### src/rtl/core/gsig_pkg.sv
package gsig_pkg;

   // Default values for the top-level parameters.
   localparam int DEF_MAX_SIDE   = 128;
   localparam int DEF_INDEX_BITS = 16;

   // Widths fixed by the register map and the stream payload.
   localparam int CFG_WIDTH    = 8;
   localparam int CFG_IDX_BITS = 2;
   localparam int VERTEX_BITS  = 16;

   // Register indexes of the configuration port.
   localparam logic [CFG_IDX_BITS-1:0] REG_ROW_COUNT    = 2'd0;
   localparam logic [CFG_IDX_BITS-1:0] REG_COLUMN_COUNT = 2'd1;
   localparam logic [CFG_IDX_BITS-1:0] REG_SKIRT_ENABLE = 2'd2;

   // Side length used after reset.
   localparam logic [CFG_WIDTH-1:0] RESET_SIDE = 8'd2;

   // Sections of the strip, one-hot.
   typedef enum logic [6:0] {
      PH_GRID    = 7'b0000001,
      PH_RESTART = 7'b0000010,
      PH_BOTTOM  = 7'b0000100,
      PH_RIGHT   = 7'b0001000,
      PH_TOP     = 7'b0010000,
      PH_LEFT    = 7'b0100000,
      PH_CLOSE   = 7'b1000000
   } phase_type;

endpackage

### src/rtl/core/grid_strip_index_generator.sv
// Triangle-strip index generator for a row_count by column_count vertex grid.
// Every request transaction returns one index on the response channel in the
// following cycle, one transaction per cycle unless the response is held: the
// index and the strip state come from counter and adder logic, and a new
// request is accepted in the same cycle in which the held response is taken,
// so back-to-back transactions need no gap.
// Grid vertex (r, c) is numbered r*C + c; rows are joined by degenerate pairs.
// With skirt_enable set, a restart pair and the bottom, right, top and left
// border pairs to the skirt vertices (numbered from R*C) follow, then a
// closing pair. rsp_tlast marks the final index; the sequence then wraps.
// A restart request, and any write to a mapped register, start the strip anew.
// Register writes take effect for the request in the following cycle.
module grid_strip_index_generator #(
   parameter int MAX_SIDE   = gsig_pkg::DEF_MAX_SIDE,
   parameter int INDEX_BITS = gsig_pkg::DEF_INDEX_BITS
) (
   input  logic                                  clock,
   input  logic                                  reset,
   input  logic                                  req_tvalid,
   output logic                                  req_tready,
   input  logic [7:0]                            req_tdata,   // [0] restart
   output logic                                  rsp_tvalid,
   input  logic                                  rsp_tready,
   output logic [gsig_pkg::VERTEX_BITS-1:0]      rsp_tdata,   // [15:0] vertex_index
   output logic                                  rsp_tlast,   // last_of_mesh
   input  logic                                  csr_we,
   input  logic [gsig_pkg::CFG_IDX_BITS-1:0]     csr_index,
   input  logic [gsig_pkg::CFG_WIDTH-1:0]        csr_wdata
);

   localparam int SIDE_BITS  = $clog2(MAX_SIDE + 1);
   localparam int STRIP_BITS = $clog2(MAX_SIDE);
   localparam int CNT_BITS   = SIDE_BITS + 1;

   // Configuration registers.
   logic [gsig_pkg::CFG_WIDTH-1:0] row_ff, row_in;
   logic [gsig_pkg::CFG_WIDTH-1:0] col_ff, col_in;
   logic                           skirt_ff;
   logic                           cfg_hit;

   // Geometry derived from the configuration.
   logic [SIDE_BITS-1:0]  geo_r, geo_c;
   logic [CNT_BITS-1:0]   geo_inner;
   logic                  geo_rows_two;
   logic [INDEX_BITS-1:0] geo_n;
   logic [INDEX_BITS-1:0] geo_right_skirt, geo_right_grid;
   logic [INDEX_BITS-1:0] geo_top_skirt, geo_top_grid;
   logic [INDEX_BITS-1:0] geo_left_skirt, geo_left_grid;

   // Strip state.
   gsig_pkg::phase_type   phase_ff, cur_phase, phase_nx;
   logic [STRIP_BITS-1:0] strip_ff, cur_strip, strip_nx;
   logic [SIDE_BITS-1:0]  col_cnt_ff, cur_col, col_nx;
   logic [INDEX_BITS-1:0] grid_ff, cur_grid, grid_nx;
   logic [INDEX_BITS-1:0] skirt_v_ff, cur_skirt, skirt_nx;
   logic                  half_ff, cur_half, half_nx;
   logic [INDEX_BITS-1:0] prev_ff;

   // Working values.
   logic                  accept;
   logic [INDEX_BITS-1:0] idx_c;
   logic                  last_c;
   logic [CNT_BITS-1:0]   col_p1, c_x, r_x, strip_p2;
   logic                  do_enter;
   logic                  seq_begin;
   gsig_pkg::phase_type   enter_p, enter_tgt;

   // Response register.
   logic                             rsp_valid_ff;
   logic [gsig_pkg::VERTEX_BITS-1:0] rsp_data_ff;
   logic                             rsp_last_ff;

   assign accept     = req_tvalid && req_tready;
   assign req_tready = !rsp_valid_ff || rsp_tready;
   assign rsp_tvalid = rsp_valid_ff;
   assign rsp_tdata  = rsp_data_ff;
   assign rsp_tlast  = rsp_last_ff;

   // Configuration writes; the next values also feed the geometry unit.
   assign cfg_hit = csr_we && (csr_index inside {gsig_pkg::REG_ROW_COUNT,
                                                 gsig_pkg::REG_COLUMN_COUNT,
                                                 gsig_pkg::REG_SKIRT_ENABLE});

   always_comb begin
      row_in = row_ff;
      col_in = col_ff;
      if (reset) begin
         row_in = gsig_pkg::RESET_SIDE;
         col_in = gsig_pkg::RESET_SIDE;
      end else if (csr_we && csr_index == gsig_pkg::REG_ROW_COUNT) begin
         row_in = csr_wdata;
      end else if (csr_we && csr_index == gsig_pkg::REG_COLUMN_COUNT) begin
         col_in = csr_wdata;
      end
   end

   always_ff @(posedge clock) begin
      if (reset) begin
         skirt_ff <= 1'b0;
      end else if (csr_we && csr_index == gsig_pkg::REG_SKIRT_ENABLE) begin
         skirt_ff <= csr_wdata[0];
      end
   end

   always_ff @(posedge clock) begin
      row_ff <= row_in;
      col_ff <= col_in;
   end

   gsig_geometry #(
      .MAX_SIDE   (MAX_SIDE),
      .INDEX_BITS (INDEX_BITS)
   ) u_geometry (
      .clock          (clock),
      .row_in         (row_in),
      .col_in         (col_in),
      .rows_ff        (geo_r),
      .cols_ff        (geo_c),
      .inner_rows_ff  (geo_inner),
      .rows_two_ff    (geo_rows_two),
      .vertices_ff    (geo_n),
      .right_skirt_ff (geo_right_skirt),
      .right_grid_ff  (geo_right_grid),
      .top_skirt_ff   (geo_top_skirt),
      .top_grid_ff    (geo_top_grid),
      .left_skirt_ff  (geo_left_skirt),
      .left_grid_ff   (geo_left_grid)
   );

   // A restart request begins the strip before its index is produced.
   always_comb begin
      cur_phase = phase_ff;
      cur_strip = strip_ff;
      cur_col   = col_cnt_ff;
      cur_grid  = grid_ff;
      cur_skirt = skirt_v_ff;
      cur_half  = half_ff;
      if (req_tdata[0]) begin
         cur_phase = gsig_pkg::PH_GRID;
         cur_strip = '0;
         cur_col   = '0;
         cur_grid  = '0;
         cur_skirt = '0;
         cur_half  = 1'b0;
      end
   end

   assign col_p1   = CNT_BITS'(cur_col) + CNT_BITS'(1);
   assign c_x      = CNT_BITS'(geo_c);
   assign r_x      = CNT_BITS'(geo_r);
   assign strip_p2 = CNT_BITS'(cur_strip) + CNT_BITS'(2);

   // Index for the current transaction.
   always_comb begin
      idx_c  = cur_half ? cur_grid : cur_skirt;
      last_c = 1'b0;
      case (cur_phase)
         gsig_pkg::PH_GRID: begin
            if (CNT_BITS'(cur_col) < c_x) begin
               idx_c = cur_half ? cur_grid + INDEX_BITS'(geo_c) : cur_grid;
            end else begin
               idx_c = cur_half ? cur_grid : cur_grid + INDEX_BITS'(geo_c) - INDEX_BITS'(1);
            end
            last_c = cur_half && !skirt_ff && (strip_p2 >= r_x) && (col_p1 == c_x);
         end
         gsig_pkg::PH_RESTART: begin
            idx_c = cur_half ? geo_n : prev_ff;
         end
         default: begin
            last_c = cur_half && (cur_phase == gsig_pkg::PH_CLOSE);
         end
      endcase
   end

   // Next strip state: step the pair, then enter a new section if one ends.
   always_comb begin
      phase_nx  = cur_phase;
      strip_nx  = cur_strip;
      col_nx    = cur_col;
      grid_nx   = cur_grid;
      skirt_nx  = cur_skirt;
      half_nx   = cur_half;
      do_enter  = 1'b0;
      enter_p   = gsig_pkg::PH_GRID;
      enter_tgt = gsig_pkg::PH_GRID;
      seq_begin = 1'b0;
      if (last_c) begin
         seq_begin = 1'b1;
      end else if (!cur_half) begin
         half_nx = 1'b1;
      end else begin
         half_nx = 1'b0;
         case (cur_phase)
            gsig_pkg::PH_GRID: begin
               if (col_p1 < c_x) begin
                  col_nx  = col_p1[SIDE_BITS-1:0];
                  grid_nx = cur_grid + INDEX_BITS'(1);
               end else if (col_p1 == c_x) begin
                  grid_nx = cur_grid + INDEX_BITS'(1);
                  if (strip_p2 < r_x) begin
                     col_nx = geo_c;
                  end else begin
                     do_enter = 1'b1;
                     enter_p  = gsig_pkg::PH_RESTART;
                  end
               end else begin
                  strip_nx = cur_strip + STRIP_BITS'(1);
                  col_nx   = '0;
               end
            end
            gsig_pkg::PH_RESTART: begin
               do_enter = 1'b1;
               enter_p  = gsig_pkg::PH_BOTTOM;
            end
            gsig_pkg::PH_BOTTOM: begin
               skirt_nx = cur_skirt + INDEX_BITS'(1);
               grid_nx  = cur_grid + INDEX_BITS'(1);
               col_nx   = col_p1[SIDE_BITS-1:0];
               do_enter = (col_p1 >= c_x);
               enter_p  = gsig_pkg::PH_RIGHT;
            end
            gsig_pkg::PH_RIGHT: begin
               skirt_nx = cur_skirt + INDEX_BITS'(2);
               grid_nx  = cur_grid + INDEX_BITS'(geo_c);
               col_nx   = col_p1[SIDE_BITS-1:0];
               do_enter = (col_p1 >= geo_inner);
               enter_p  = gsig_pkg::PH_TOP;
            end
            gsig_pkg::PH_TOP: begin
               skirt_nx = cur_skirt - INDEX_BITS'(1);
               grid_nx  = cur_grid - INDEX_BITS'(1);
               col_nx   = col_p1[SIDE_BITS-1:0];
               do_enter = (col_p1 >= c_x);
               enter_p  = gsig_pkg::PH_LEFT;
            end
            gsig_pkg::PH_LEFT: begin
               skirt_nx = cur_skirt - INDEX_BITS'(2);
               grid_nx  = cur_grid - INDEX_BITS'(geo_c);
               col_nx   = col_p1[SIDE_BITS-1:0];
               do_enter = (col_p1 >= geo_inner);
               enter_p  = gsig_pkg::PH_CLOSE;
            end
            default: begin
               seq_begin = 1'b1;
            end
         endcase
      end

      // With two rows the side borders are empty and are skipped.
      if (do_enter) begin
         enter_tgt = enter_p;
         if (geo_rows_two && enter_p == gsig_pkg::PH_RIGHT) begin
            enter_tgt = gsig_pkg::PH_TOP;
         end else if (geo_rows_two && enter_p == gsig_pkg::PH_LEFT) begin
            enter_tgt = gsig_pkg::PH_CLOSE;
         end
         case (enter_tgt)
            gsig_pkg::PH_RIGHT: begin
               skirt_nx = geo_right_skirt;
               grid_nx  = geo_right_grid;
            end
            gsig_pkg::PH_TOP: begin
               skirt_nx = geo_top_skirt;
               grid_nx  = geo_top_grid;
            end
            gsig_pkg::PH_LEFT: begin
               skirt_nx = geo_left_skirt;
               grid_nx  = geo_left_grid;
            end
            default: begin
               skirt_nx = geo_n;
               grid_nx  = '0;
            end
         endcase
         phase_nx = enter_tgt;
         col_nx   = '0;
      end

      if (seq_begin) begin
         phase_nx = gsig_pkg::PH_GRID;
         strip_nx = '0;
         col_nx   = '0;
         grid_nx  = '0;
         skirt_nx = '0;
         half_nx  = 1'b0;
      end
   end

   // Strip state registers; a write to a mapped register restarts the strip.
   always_ff @(posedge clock) begin
      if (reset || cfg_hit) begin
         phase_ff   <= gsig_pkg::PH_GRID;
         strip_ff   <= '0;
         col_cnt_ff <= '0;
         grid_ff    <= '0;
         skirt_v_ff <= '0;
         half_ff    <= 1'b0;
      end else if (accept) begin
         phase_ff   <= phase_nx;
         strip_ff   <= strip_nx;
         col_cnt_ff <= col_nx;
         grid_ff    <= grid_nx;
         skirt_v_ff <= skirt_nx;
         half_ff    <= half_nx;
      end
   end

   always_ff @(posedge clock) begin
      if (reset) begin
         prev_ff <= '0;
      end else if (accept) begin
         prev_ff <= idx_c;
      end
   end

   // Response register.
   always_ff @(posedge clock) begin
      if (reset) begin
         rsp_valid_ff <= 1'b0;
      end else if (accept) begin
         rsp_valid_ff <= 1'b1;
      end else if (rsp_tready) begin
         rsp_valid_ff <= 1'b0;
      end
   end

   always_ff @(posedge clock) begin
      if (accept) begin
         rsp_data_ff <= idx_c[gsig_pkg::VERTEX_BITS-1:0];
         rsp_last_ff <= last_c;
      end
   end

   // A held response blocks new requests.
   a_hold_blocks_req: assert property (@(posedge clock) disable iff (reset)
      (rsp_valid_ff && !rsp_tready) |-> !req_tready)
      else $error("request accepted while a response is held");

   // After the final index the strip starts over from its first vertex.
   a_wrap_after_last: assert property (@(posedge clock) disable iff (reset)
      (accept && last_c) |=> (phase_ff == gsig_pkg::PH_GRID && !half_ff && grid_ff == '0))
      else $error("strip did not wrap after its final index");

   // A restart request always yields grid vertex zero.
   a_restart_first: assert property (@(posedge clock) disable iff (reset)
      (accept && req_tdata[0]) |=> (rsp_tvalid && rsp_tdata == '0 && !rsp_tlast))
      else $error("restart did not return the first index");

   // In the grid section the column counter never runs past the column count.
   a_col_bound: assert property (@(posedge clock) disable iff (reset)
      (phase_ff == gsig_pkg::PH_GRID) |-> (CNT_BITS'(col_cnt_ff) <= CNT_BITS'(geo_c)))
      else $error("column counter out of range");

endmodule

### src/rtl/core/gsig_geometry.sv
// Registers the clamped grid sides and the start points of each skirt border.
// It works from the next register values, so its outputs always match the
// configuration registers of the top level.
module gsig_geometry #(
   parameter int MAX_SIDE   = gsig_pkg::DEF_MAX_SIDE,
   parameter int INDEX_BITS = gsig_pkg::DEF_INDEX_BITS
) (
   input  logic                                  clock,
   input  logic [gsig_pkg::CFG_WIDTH-1:0]        row_in,
   input  logic [gsig_pkg::CFG_WIDTH-1:0]        col_in,
   output logic [$clog2(MAX_SIDE+1)-1:0]         rows_ff,
   output logic [$clog2(MAX_SIDE+1)-1:0]         cols_ff,
   output logic [$clog2(MAX_SIDE+1):0]           inner_rows_ff,
   output logic                                  rows_two_ff,
   output logic [INDEX_BITS-1:0]                 vertices_ff,
   output logic [INDEX_BITS-1:0]                 right_skirt_ff,
   output logic [INDEX_BITS-1:0]                 right_grid_ff,
   output logic [INDEX_BITS-1:0]                 top_skirt_ff,
   output logic [INDEX_BITS-1:0]                 top_grid_ff,
   output logic [INDEX_BITS-1:0]                 left_skirt_ff,
   output logic [INDEX_BITS-1:0]                 left_grid_ff
);

   localparam int SIDE_BITS = $clog2(MAX_SIDE + 1);
   localparam logic [gsig_pkg::CFG_WIDTH-1:0] SIDE_MAX = gsig_pkg::CFG_WIDTH'(MAX_SIDE);

   logic [SIDE_BITS-1:0]   rows_c;
   logic [SIDE_BITS-1:0]   cols_c;
   logic [2*SIDE_BITS-1:0] prod_c;
   logic [INDEX_BITS-1:0]  r_x;
   logic [INDEX_BITS-1:0]  c_x;
   logic [INDEX_BITS-1:0]  n_x;

   // Out-of-range sides are pulled into the legal range.
   always_comb begin
      if (row_in < 8'd2) begin
         rows_c = SIDE_BITS'(2);
      end else if (row_in > SIDE_MAX) begin
         rows_c = SIDE_BITS'(MAX_SIDE);
      end else begin
         rows_c = row_in[SIDE_BITS-1:0];
      end
      if (col_in < 8'd2) begin
         cols_c = SIDE_BITS'(2);
      end else if (col_in > SIDE_MAX) begin
         cols_c = SIDE_BITS'(MAX_SIDE);
      end else begin
         cols_c = col_in[SIDE_BITS-1:0];
      end
   end

   // Grid vertex count and the border start points.
   assign prod_c = (2*SIDE_BITS)'(rows_c) * (2*SIDE_BITS)'(cols_c);
   assign r_x    = INDEX_BITS'(rows_c);
   assign c_x    = INDEX_BITS'(cols_c);
   assign n_x    = INDEX_BITS'(prod_c);

   always_ff @(posedge clock) begin
      rows_ff        <= rows_c;
      cols_ff        <= cols_c;
      inner_rows_ff  <= (SIDE_BITS+1)'(rows_c) - (SIDE_BITS+1)'(2);
      rows_two_ff    <= (rows_c == SIDE_BITS'(2));
      vertices_ff    <= n_x;
      right_skirt_ff <= n_x + c_x + INDEX_BITS'(1);
      right_grid_ff  <= (c_x << 1) - INDEX_BITS'(1);
      top_skirt_ff   <= n_x + (r_x << 1) + (c_x << 1) - INDEX_BITS'(5);
      top_grid_ff    <= n_x - INDEX_BITS'(1);
      left_skirt_ff  <= n_x + (r_x << 1) + c_x - INDEX_BITS'(6);
      left_grid_ff   <= n_x - (c_x << 1);
   end

endmodule

### config.mk
export PLATFORM = sky130hd
export DESIGN_NAME = grid_strip_index_generator
export DESIGN_NICKNAME = d
export VERILOG_FILES = /design/src/rtl/core/gsig_pkg.sv /design/src/rtl/core/grid_strip_index_generator.sv /design/src/rtl/core/gsig_geometry.sv
export SDC_FILE = /design/constraint.sdc
export NUM_CORES = 1
export LEC_CHECK = 0
export ABC_AREA = 1
export BUFFER_PORTS_ARGS = -buffer_cell sky130_fd_sc_hd__buf_4
export CORE_MARGIN = 1
export CORE_UTILIZATION = 46
export DETAILED_ROUTE_END_ITERATION = 8
export GPL_TIMING_DRIVEN = 0
export HOLD_SLACK_MARGIN = 0.05
export SYNTH_ARGS = -nofsm -noshare
export SYNTH_HDL_FRONTEND = slang
export SYNTH_SLANG_ARGS = --single-unit
### constraint.sdc
create_clock -name clock -period 10.8 [get_ports clock]
set_clock_uncertainty 0.05 [all_clocks]
set_input_delay 1.62 -clock clock [delete_from_list [all_inputs] [get_ports clock]]
set_output_delay 1.62 -clock clock [all_outputs]
set_load 0.02 [all_outputs]
==> summary.txt <==
Floorplanning
  • Top Ports: 42
  • DIE HEIGHT: 213 microns
  • Die area: 45,300 sq um
  • Row Count: 76
  • Initial core utilization: 0.471
  • CORE AREA: 43,500 sq um
  • Die Width: 213 microns

Detailed routing
  • WL met1: 33,500 microns
  • Routed wl met2: 35,500 microns
  • Vias: 21,100
  • Met3 routed WL: 5410 microns
  • Initial DRC count: 2,078
  • Post-route ant nets: 0
  • Via-to-Cell Ratio: 5.59
  • Residual DRC: 0
  • Routed length per instance: 20.5 microns
  • DR pass1 iterations: 5
  • WL final: 77,500 microns
  • Top layer in use: met4

Global route
  • GRT Overall Usage: 0.344
  • Initial antenna violation count: 1
  • Vias in the first global route: 19,900
  • First-pass GRT wire length: 118,000 microns
  • Gr ovfl total: 0
  • Largest net degree at the start of global routing: 27

CTS
  • H-tree lvl count: 1
  • Clock sink count: 234
  • Post-CTS Hold Buffers: 0
  • Clk_lat worst skew: 0.58 ns
  • Root Buffer: clkbuf_16
  • CTS tree: yes
  • Clock buffer depth: 3
  • Worst-path clk slew: 0.07 ns
  • TritonCTS buffer count: 29
  • Post-CTS setup buffers: 0

Power and ir drop
  • PwrDens: 128 nW/um^2
  • Static Leakage: 0.0115 uW
  • Maximum VDD drop: 0.125 mV

Min path
  • Hold Path Class: reg2reg
  • Hold path cells: 2

Finish
  • N_diodes: 0
  • Ratio of cells with drive above 1 in the final layout: 0.0629
  • Nets: 3,424
  • Area Overhead vs Synth: 9.84%

Worst setup path
  • WP data required: 11.22 ns
  • Crit path DAT: 10.25 ns
  • CP Class: in2reg
  • CP max stage cell: xor2_2
  • CP peak stage delay: 0.55 ns
  • Worst setup EP type: register
  • Crit path top cell by count: inv_1
  • CP Launch Type: primary input
  • Worst reg2reg path depth: 37
  • Peak fanout along the critical path: 12

Timing
  • Worst slew margin: 0.331
  • Tcrit/Tclk final: 0.911
  • Unrepaired setup endpoints after global routing: no
  • FMAX: 102 MHz
  • Final setup violation count: 0
  • Setup TNS: 0 ns
  • Min Hold Slack: 0.417 ns
  • Fin. max-slew vios: 0
  • Worst Tran Pin Value: 1.00 ns
  • Minimum clock period: 9.84 ns
  • Hold Fails Final Rpt: 0

Job
  • Max-Cap Viols: 0

Synthesis
  • Async SR Flop Fraction: 0
  • Mux contribution to synthesized area: 0
  • Synthesized area per cell: 6.58 sq um
  • Main combinational cell family by area after synthesis: simple AND/OR/NAND/NOR gates
  • Yosys warning count: 0
  • Post-synthesis instance total: 3,109
  • Flops & latches, synth: 234
  • Post-synthesis sequential area ratio: 0.237
  • Compound-gate portion of the synthesized area: 0.133
  • Post-Synth Adder-Cell Area: 0.155
  • Synth Area in Simple Gates: 0.314
  • Main flop type after synthesis: dfxtp_1
  • XOR/XNOR Fraction of Synth Area: 0.0530
  • Post-synth EDFFs: 17
  • Cell Area, Synth: 20,500 sq um
  • Yosys cell types: 58

Placement
  • Final GP Congestion: 0.997
  • Buffers on Ports: 34
  • Half-perimeter wire length after placement: 62,100 microns

Run status
  • Status: finished clean
==> synth_stat cells (4+ instances only) <==
cell type    n  area, sq um
nand2_1    813         3050
inv_1      461         1730
nor2_1     273         1020
nand3_1    245         1230
dfxtp_1    217         4340
a21oi_1    203         1020
ha_1       181         2260
o21ai_0    145          726
xor2_1      99          867
clkbuf_1    47          176
fa_1        45          901
nand4_1     45          282
o211ai_1    32          240
nor3_1      29          145
a22oi_1     28          210
xnor2_1     23          201
buf_2       19         95.1
edfxtp_1    17          510
or2_2       17          106
nand2_2     12         75.1
inv_2       10         37.5
o22ai_1      9         56.3
o31ai_1      9         67.6
a21o_1       8         60.1
buf_4        8         60.1
nand3_2      8         80.1
nand3b_1     8         60.1
nor2_2       8         50.1
nor2_4       7         78.8
nand2_4      6         67.6
o21a_1       6         45.0
o21bai_1     6         45.0
o221ai_1     6         52.6
buf_6        5         56.3
clkinv_1     5         18.8
o21ai_2      5         43.8
nor4_1       4         25.0
o21ai_1      4         20.0
==> state kept, by name, summed over array words and instances, names as in the netlist, 9 cells and up <==
name                       cells
grid_ff                       16
prev_ff                       16
rsp_tdata                     16
skirt_v_ff                    16
u_geometry.left_skirt_ff      16
u_geometry.right_skirt_ff     16
u_geometry.top_skirt_ff       16
u_geometry.vertices_ff        16
u_geometry.left_grid_ff       15
u_geometry.top_grid_ff        15
u_geometry.right_grid_ff       9
==> worst max-delay path: cells and delay by family <==
| family | cells | cell delay [ns] |
|---|---|---|
| adders and majority gates | 7 | 2.93 |
| and+or+nand+nor | 14 | 2.20 |
| buffers and inverters | 11 | 1.64 |
| AOI/OAI and AO/OA | 6 | 1.11 |
| xor gates and xnor gates | 2 | 0.72 |
==> path summary, 6_finish.rpt <==
path / slack [ns] / startpoint / endpoint
worst min register to register: 0.42 / skirt_v_ff[13] / skirt_v_ff[13]
worst max register to register: 2.07 / col_ff[7] / u_geometry.top_skirt_ff[14]
worst min-delay path: 0.42 / skirt_v_ff[13] / skirt_v_ff[13]
worst max-delay path: 0.96 / csr_we / u_geometry.top_skirt_ff[14]
==> layout by cell type, fill, tap and decap left out, types with 7 or more instances in the layout <==
| cell type | instances |
|---|---|
| clkbuf_1 | 50 |
| o31ai_1 | 9 |
| nor2_4 | 7 |
| nor3_1 | 29 |
| o211ai_1 | 32 |
| ha_1 | 181 |
| nor2_2 | 8 |
| a21oi_1 | 203 |
| nand3_2 | 8 |
| inv_1 | 461 |
| xnor2_1 | 23 |
| a22oi_1 | 28 |
| o21ai_0 | 145 |
| clkbuf_16 | 29 |
| buf_4 | 42 |
| dfxtp_1 | 217 |
| nand2_1 | 813 |
| edfxtp_1 | 17 |
| buf_2 | 19 |
| fa_1 | 45 |
| nand4_1 | 45 |
| o22ai_1 | 9 |
| nor2_1 | 273 |
| a21o_1 | 8 |
| nand3_1 | 245 |
| inv_2 | 10 |
| xor2_1 | 98 |
| nand3b_1 | 8 |
| nand2_2 | 12 |
| or2_2 | 17 |
==> what timing repair did <==
action	4_1_cts	5_1_grt
endpoints found under the hold margin	0	0
endpoints found under the setup margin	0	1
resized for setup	0	1
==> stage by stage <==
step	total power, uW	cell area [sq um]	util	setup slack (ns)	instances
4_1_cts	2880	22500	0.517	0.771	3781
5_1_grt	3030	22500	0.517	0.239	3781
2_1_floorplan	1630	20500	-	2.09	3110
3_3_place_gp	1820	21400	0.493	0.228	3729
3_5_place_dp	1840	21400	0.493	0.182	3729
6_report	2880	22500	0.517	0.965	3781
==> routing by layer <==
layer | vias up | global-route usage
met2 | 855 | 0.568
met4 | 0 | 0.132
met5 | - | 0
met3 | 163 | 0.0362
met1 | 9930 | 0.461
li1 | 10200 | -
==> area by class of cell <==
class / instances / area (sq um)
buffer: 82 / 399
clock inverter: 17 / 235
clock buffer: 35 / 778
fill: 4483 / 21000
timing repair buffer: 34 / 255
sequential: 234 / 4850
multi-input combinational: 2315 / 13400
inverter: 479 / 1810
tap: 585 / 732
==> report_power, final <==
part	internal [uW]	switching (uW)	total, uW
sequential	1020	54.7	1080
combinational	273	483	756
clock	633	417	1050
total	1930	955	2880
==> kinds of logic after synthesis <==
group           Yosys count
compound gates          477
xor+xnor                123
fa+ha+maj               226
buf+inv                 561
flops                   234
other cells               1
simple gates           1487
(Power assumes the default switching activity.)
